`src/design/binary_heap_priority_queue_assert.svh`:
```
// Assertion macros used by the priority queue top level.
`ifndef BINARY_HEAP_PRIORITY_QUEUE_ASSERT_SVH
`define BINARY_HEAP_PRIORITY_QUEUE_ASSERT_SVH

// Condition that must hold at every clock edge outside reset.
`define BHPQ_ASSERT_HOLDS(name, cond, msg) \
    name: assert property (@(posedge aclk) disable iff (!aresetn) (cond)) else $error(msg);

// Same-cycle implication checked outside reset.
`define BHPQ_ASSERT_IMP(name, ante, cons, msg) \
    name: assert property (@(posedge aclk) disable iff (!aresetn) (ante) |-> (cons)) \
        else $error(msg);

// Next-cycle implication checked outside reset.
`define BHPQ_ASSERT_NXT(name, ante, cons, msg) \
    name: assert property (@(posedge aclk) disable iff (!aresetn) (ante) |=> (cons)) \
        else $error(msg);

`endif

```
`src/design/bhpq_pkg.sv`:
```
// Package with types, codes and helpers for the binary heap priority queue.
package bhpq_pkg;

    localparam int DEPTH_DEF     = 64;
    localparam int KEY_W         = 32;
    localparam int PAY_W         = 32;
    localparam int ENT_W         = KEY_W + PAY_W;
    localparam int CMD_W         = 2;
    localparam int ERR_W         = 2;
    localparam int ENTRY_COUNT_W = 7;
    localparam int S_TDATA_W     = 72;
    localparam int M_TDATA_W     = 80;

    // Command codes.
    localparam logic [CMD_W-1:0] CMD_INSERT = 2'd0;
    localparam logic [CMD_W-1:0] CMD_DELETE = 2'd1;
    localparam logic [CMD_W-1:0] CMD_PEEK   = 2'd2;

    // Error codes.
    localparam logic [ERR_W-1:0] ERR_NONE      = 2'd0;
    localparam logic [ERR_W-1:0] ERR_INS_FULL  = 2'd1;
    localparam logic [ERR_W-1:0] ERR_DEL_EMPTY = 2'd2;

    typedef struct packed {
        logic [PAY_W-1:0] payload;
        logic [KEY_W-1:0] key;
    } entry_t;

    typedef struct packed {
        logic [KEY_W-1:0] top_key;
        logic [PAY_W-1:0] top_payload;
        logic [ERR_W-1:0] err;
    } res_t;

    // True when key a sorts strictly ahead of key b in the selected order.
    function automatic logic ahead(input logic largest_first,
                                   input logic [KEY_W-1:0] a,
                                   input logic [KEY_W-1:0] b);
        return largest_first ? (a > b) : (a < b);
    endfunction

endpackage

```
`src/design/bhpq_core.sv`:
```
// Heap controller: command decode and the sift-up and sift-down sequencer.
module bhpq_core #(
    parameter int DEPTH = bhpq_pkg::DEPTH_DEF
) (
    input  logic                         aclk,
    input  logic                         aresetn,
    input  logic                         cfg_wr_en,
    input  logic                         cfg_wr_data,
    input  logic                         s_valid,
    output logic                         s_ready,
    input  logic [bhpq_pkg::CMD_W-1:0]   s_cmd,
    input  bhpq_pkg::entry_t             s_ent,
    output logic                         res_valid,
    input  logic                         res_ready,
    output bhpq_pkg::res_t               res,
    output logic [$clog2(DEPTH+1)-1:0]   res_count,
    output logic                         mem_we,
    output logic [$clog2(DEPTH)-1:0]     mem_waddr,
    output logic [bhpq_pkg::ENT_W-1:0]   mem_wdata,
    output logic [$clog2(DEPTH)-1:0]     mem_raddr_a,
    output logic [$clog2(DEPTH)-1:0]     mem_raddr_b,
    input  logic [bhpq_pkg::ENT_W-1:0]   mem_rdata_a,
    input  logic [bhpq_pkg::ENT_W-1:0]   mem_rdata_b
);
    import bhpq_pkg::*;

    localparam int AW = $clog2(DEPTH);
    localparam int CW = $clog2(DEPTH + 1);
    localparam int IW = AW + 2;

    localparam logic [2:0] S_IDLE    = 3'd0;
    localparam logic [2:0] S_UP      = 3'd1;
    localparam logic [2:0] S_DN_LOAD = 3'd2;
    localparam logic [2:0] S_DN      = 3'd3;
    localparam logic [2:0] S_WR_X    = 3'd4;
    localparam logic [2:0] S_DONE    = 3'd5;

    logic [2:0]       state_reg, state_next;
    logic [CW-1:0]    count_reg, count_next;
    logic [AW-1:0]    pos_reg, pos_next;
    entry_t           ent_reg, ent_next;
    logic [ERR_W-1:0] err_reg, err_next;
    entry_t           top_reg;
    logic             lf_reg;

    entry_t        rd_a;
    entry_t        rd_b;
    entry_t        wr_ent;
    entry_t        cur_pick;
    logic [AW-1:0] up_parent;
    logic [IW-1:0] child_l;
    logic [IW-1:0] child_r;
    logic [IW-1:0] next_l;
    logic [IW-1:0] next_r;
    logic          pick_l;
    logic          pick_r;

    assign rd_a = entry_t'(mem_rdata_a);
    assign rd_b = entry_t'(mem_rdata_b);

    // Tree neighbors of the current position.
    assign up_parent = AW'((pos_reg - AW'(1)) >> 1);
    assign child_l   = {1'b0, pos_reg, 1'b1};
    assign child_r   = child_l + IW'(1);
    assign next_l    = {1'b0, pos_next, 1'b1};
    assign next_r    = next_l + IW'(1);

    // Sift-down choice: left child first, then right against the current pick.
    assign pick_l   = (child_l < IW'(count_reg)) && !ahead(lf_reg, ent_reg.key, rd_a.key);
    assign cur_pick = pick_l ? rd_a : ent_reg;
    assign pick_r   = (child_r < IW'(count_reg)) && !ahead(lf_reg, cur_pick.key, rd_b.key);

    // Sequencer next-state and memory access logic.
    always_comb begin
        state_next  = state_reg;
        count_next  = count_reg;
        pos_next    = pos_reg;
        ent_next    = ent_reg;
        err_next    = err_reg;
        mem_we      = 1'b0;
        mem_waddr   = pos_reg;
        wr_ent      = ent_reg;
        mem_raddr_a = next_l[AW-1:0];
        mem_raddr_b = next_r[AW-1:0];
        case (state_reg)
            S_IDLE: begin
                if (s_valid) begin
                    err_next = ERR_NONE;
                    case (s_cmd)
                        CMD_INSERT: begin
                            if (count_reg == CW'(DEPTH)) begin
                                err_next   = ERR_INS_FULL;
                                state_next = S_DONE;
                            end else begin
                                ent_next    = s_ent;
                                pos_next    = count_reg[AW-1:0];
                                count_next  = count_reg + CW'(1);
                                mem_raddr_a = AW'((count_reg[AW-1:0] - AW'(1)) >> 1);
                                state_next  = (count_reg == '0) ? S_WR_X : S_UP;
                            end
                        end
                        CMD_DELETE: begin
                            if (count_reg == '0) begin
                                err_next   = ERR_DEL_EMPTY;
                                state_next = S_DONE;
                            end else begin
                                count_next  = count_reg - CW'(1);
                                mem_raddr_a = AW'(count_reg - CW'(1));
                                state_next  = (count_reg == CW'(1)) ? S_DONE : S_DN_LOAD;
                            end
                        end
                        default: begin
                            state_next = S_DONE;
                        end
                    endcase
                end
            end
            S_UP: begin
                // Move the parent down while the new entry beats it.
                mem_we = 1'b1;
                if (ahead(lf_reg, ent_reg.key, rd_a.key)) begin
                    wr_ent      = rd_a;
                    pos_next    = up_parent;
                    mem_raddr_a = AW'((up_parent - AW'(1)) >> 1);
                    state_next  = (up_parent == '0) ? S_WR_X : S_UP;
                end else begin
                    state_next = S_DONE;
                end
            end
            S_DN_LOAD: begin
                // The former last entry travels down from the root.
                ent_next   = rd_a;
                pos_next   = '0;
                state_next = S_DN;
            end
            S_DN: begin
                mem_we = 1'b1;
                if (pick_r) begin
                    wr_ent   = rd_b;
                    pos_next = child_r[AW-1:0];
                end else if (pick_l) begin
                    wr_ent   = rd_a;
                    pos_next = child_l[AW-1:0];
                end else begin
                    state_next = S_DONE;
                end
            end
            S_WR_X: begin
                mem_we     = 1'b1;
                state_next = S_DONE;
            end
            S_DONE: begin
                if (res_ready) begin
                    state_next = S_IDLE;
                end
            end
            default: begin
                state_next = S_IDLE;
            end
        endcase
    end

    assign mem_wdata = wr_ent;

    // Control registers.
    always_ff @(posedge aclk) begin
        if (!aresetn) begin
            state_reg <= S_IDLE;
            count_reg <= '0;
            lf_reg    <= 1'b0;
        end else begin
            state_reg <= state_next;
            count_reg <= count_next;
            if (cfg_wr_en) begin
                lf_reg <= cfg_wr_data;
            end
        end
    end

    // Working registers; the root copy follows every write to entry zero.
    always_ff @(posedge aclk) begin
        pos_reg <= pos_next;
        ent_reg <= ent_next;
        err_reg <= err_next;
        if (mem_we && mem_waddr == '0) begin
            top_reg <= wr_ent;
        end
    end

    assign s_ready         = (state_reg == S_IDLE);
    assign res_valid       = (state_reg == S_DONE);
    assign res.top_key     = (count_reg != '0) ? top_reg.key : '0;
    assign res.top_payload = (count_reg != '0) ? top_reg.payload : '0;
    assign res.err         = err_reg;
    assign res_count       = count_reg;

endmodule

```
`config.mk`:
```
export PLATFORM = sky130hd
export DESIGN_NAME = bhpq_core
export DESIGN_NICKNAME = d
export VERILOG_FILES = /design/src/design/binary_heap_priority_queue_assert.svh /design/src/design/bhpq_pkg.sv /design/src/design/bhpq_core.sv
export SDC_FILE = /design/constraint.sdc
export NUM_CORES = 1
export LEC_CHECK = 0
export BUFFER_PORTS_ARGS = -buffer_cell sky130_fd_sc_hd__buf_2
export CELL_PAD_IN_SITES_DETAIL_PLACEMENT = 1
export CELL_PAD_IN_SITES_GLOBAL_PLACEMENT = 1
export CORE_ASPECT_RATIO = 1.75
export CORE_MARGIN = 2
export CORE_UTILIZATION = 39
export DETAILED_ROUTE_END_ITERATION = 6
export HOLD_SLACK_MARGIN = 0.1
export PLACE_DENSITY_LB_ADDON = 0.1
export SYNTH_ARGS = -nofsm -noshare
export SYNTH_HDL_FRONTEND = slang
export SYNTH_SLANG_ARGS = --single-unit
export TNS_END_PERCENT = 20
```
`constraint.sdc`:
```
create_clock -name aclk -period 9.2 [get_ports aclk]
set_clock_uncertainty 0.2 [all_clocks]
set_input_delay 1.84 -clock aclk [delete_from_list [all_inputs] [get_ports aclk]]
set_output_delay 1.84 -clock aclk [all_outputs]
set_load 0.02 [all_outputs]
```
==> metrics <==
Startpoint Class=input pin; Fin. Hold Viols=0; sequential share of the synthesized area=between 30% and 40%; WS Path Type=input pin to output port; Setup Viol. Count Final=0; pwr/cell area=264 nW/um^2; worst reg-to-reg path cell count=24; Net count, final=roughly 1800; largest net degree at the start of global routing=between 60 and 70; Max Root-Sink Buffers=2; core area=between 20000 and 30000 um^2; worst hold path class=register to register; EDFF count, synth=131; Tcrit/Tclk final=98.0%; iteration-0 DRC count of the detailed router=around 550; leakage=around 0.0064 uW; first-pass GRT wire length=roughly 64000 um; ANT nets after route=0; die width=130 um; Final TNS setup=0 ns; worst vdd ir=between 0.0001 and 0.00015 V; async set or reset register ratio after synthesis=0%; M3 GR Usage=~8.3%; wire per inst=roughly 23 um; worst slew pin tran=between 1 and 1.5 ns; final core utilization=52.4%; Worst Path Arrival=6.98 ns; non-filler instance count after layout=about 1900; Slew Viols, Final=0; layout cells sized above 1=roughly two fifths; synthesized instance count=about 1100; # fillers=between 3000 and 4000; aggregate global-route resource usage=~29%; Mapped Area=approximately 11000 um^2; Vias/cell=approximately 5.7; final WL=roughly 44000 um; die area=29200 um^2; CTS sink cnt=~150; Crit Path Max Fanout=16; CTS Buf Count=17; I/O Pins=approximately 360; area grow syn2layout=32.2%; Port-buffer cells=approximately 360; CTS tree=built; Final min period=~9.0 ns; Mean Syn Cell Area=9.86 um^2; initial core utilization=between 30% and 40%; f_max=about 110 MHz; status=finished, violations left; Clk pin slew, worst setup/hold paths=approximately 0.06 ns; vias=approximately 11000; count of cell types in the netlist=between 70 and 80; met2 Track Usage GR=a little under three fifths; met1 Use GR=between 20 and 30%; H-tree levels=4; Placed Cells=approximately 1800; Hold Path Cell Cnt=2; Worst slew margin=roughly 17%; Placer Congestion=between 0.9 and 1; grt ovf=0; Yosys reg bits=147; Die Ht=224 um; DRC Markers=5; Top FF cell, synth=edfxtp_1; Yosys warning total=0; worst skew pair latency=roughly 0.45 ns; drt first pass iters=7; Core Rows=80; Clock Root Buffer=clkbuf_16; CP required=7.16 ns; Syn Nets=1383; vias in the first global route=~11000; DP HPWL=roughly 33000 um; setup slack, reg-to-reg=roughly 3.2 ns; max cap viols=0; GR peak layer=met2; failing checks=DRC; initial antenna violation count=12; crit end category=output port
## cells in the mapped netlist (all sizes together), types with 5 or more instances
library cell	number	area (um^2)
edfxtp	131	3930
inv	117	439
mux2	96	1080
ha	85	1060
a21oi	77	397
and2	71	447
o21ai	63	315
nor2	62	235
clkbuf	50	188
nand2	47	179
a22oi	34	255
a222oi	32	320
nand3	23	115
nor3	17	96.4
dfxtp	16	320
nand4	15	100
xnor2	15	131
buf	13	67.6
a21o	12	91.3
nor2b	9	56.3
a21boi	8	63.8
mux2i	8	80.1
a211oi	7	57.6
a31oi	7	43.8
o211ai	7	57.6
nor4	6	56.3
o22ai	6	37.5
or3	6	37.5
xor2	5	43.8
## worst max-delay path, cell delays in order
cell and delay [ns]:
buf_2 0.13, inv_1 0.06, ha_1 0.33, nand4_4 0.16
o211ai_1 0.55, a211oi_2 0.11, a21o_2 0.25, nand3_4 0.14
buf_12 0.14, mux2_2 0.37, ha_4 0.29, nand4_1 0.17
nor4_2 0.40, buf_4 0.19, buf_4 0.10, o41ai_2 0.07
mux2i_2 0.27, a21o_1 0.21, buf_4 0.15, o22ai_4 0.13
clkbuf_16 0.25, a222oi_1 0.39, inv_1 0.10, buf_2 0.18
## stage by stage
stage          cell area, um^2  setup slack (ns)  power, uW  hold WS (ns)
6_report                 14300             0.179       3780         0.382
3_5_place_dp             13500           -0.0728       3010         0.357
3_3_place_gp             13500            0.0406       2980         0.346
4_1_cts                  14000            0.0264       3740         0.377
5_1_grt                  14300           -0.0201       3990         0.400
2_1_floorplan            10800             0.465       2220         0.341
## cell usage in the layout (no fill, tap or decap), drive strengths merged, types with 9 or more instances in the layout
cell and instances:
mux2 96, clkbuf 24, xnor2 15, a22oi 34
a222oi 32, buf 427, nor2b 9, ha 85
dfxtp 16, inv 119, nor3 17, a21oi 77
diode 10, nand4 15, nor2 62, o21ai 63
a21o 12, and2 71, nand2 47, edfxtp 131
nand3 23
## final timing paths
check	endpoint	from
worst max register to register	top_reg[56]$_DFFE_PP_	res_count[2]$_SDFFE_PN0P_
worst min register to register	top_reg[36]$_DFFE_PP_	ent_reg[36]$_DFFE_PP_
worst min-delay path	top_reg[36]$_DFFE_PP_	ent_reg[36]$_DFFE_PP_
worst max-delay path	mem_wdata[39]	mem_rdata_a[30]
## layer usage
| layer | routed length (um) | vias to the layer above |
|---|---|---|
| met5 | 35 | - |
| met3 | 2900 | 122 |
| met2 | 24200 | 432 |
| met4 | 2270 | 6 |
| met1 | 14400 | 5182 |
| li1 | - | 4874 |
## power breakdown
group	internal, uW	switching (uW)
combinational	804	1300
sequential	888	73.3
clock	400	311
## area by class of cell
class / count / area (um^2) / area share, %
clock inverter: 12 / 131 / 0.918
tap: 369 / 462 / 3.23
sequential: 147 / 4250 / 29.7
multi-input combinational: 771 / 6050 / 42.3
clock buffer: 20 / 437 / 3.05
antenna: 10 / 25.0 / 0.175
inverter: 117 / 439 / 3.07
timing repair buffer: 431 / 2500 / 17.5
## cell families (layout without fill, tap and decap cells)
family / after synthesis / count (layout) / share of synthesized area (%)
AO/OA/AOI/OAI: 293 / 293 / 19.0
AND/OR/NAND/NOR: 268 / 268 / 13.1
buffers and inverters: 180 / 580 / 6.42
flip-flops: 147 / 147 / 39.3
multiplexers: 104 / 104 / 10.7
adder cells (fa/ha/maj): 85 / 85 / 9.83
XOR/XNOR: 20 / 20 / 1.62
other: 1 / 11 / 0.0346
## timing repair
| action | CTS | global route |
|---|---|---|
| cloned | 0 | 4 |
| gates resized for setup | 2 | 18 |
| buffers inserted | 0 | 4 |
| pin swaps | 0 | 14 |
| hold buffers | 0 | 0 |
| setup endpoints to repair | 41 | 61 |
No activity file was read; power rests on OpenSTA's default activity.
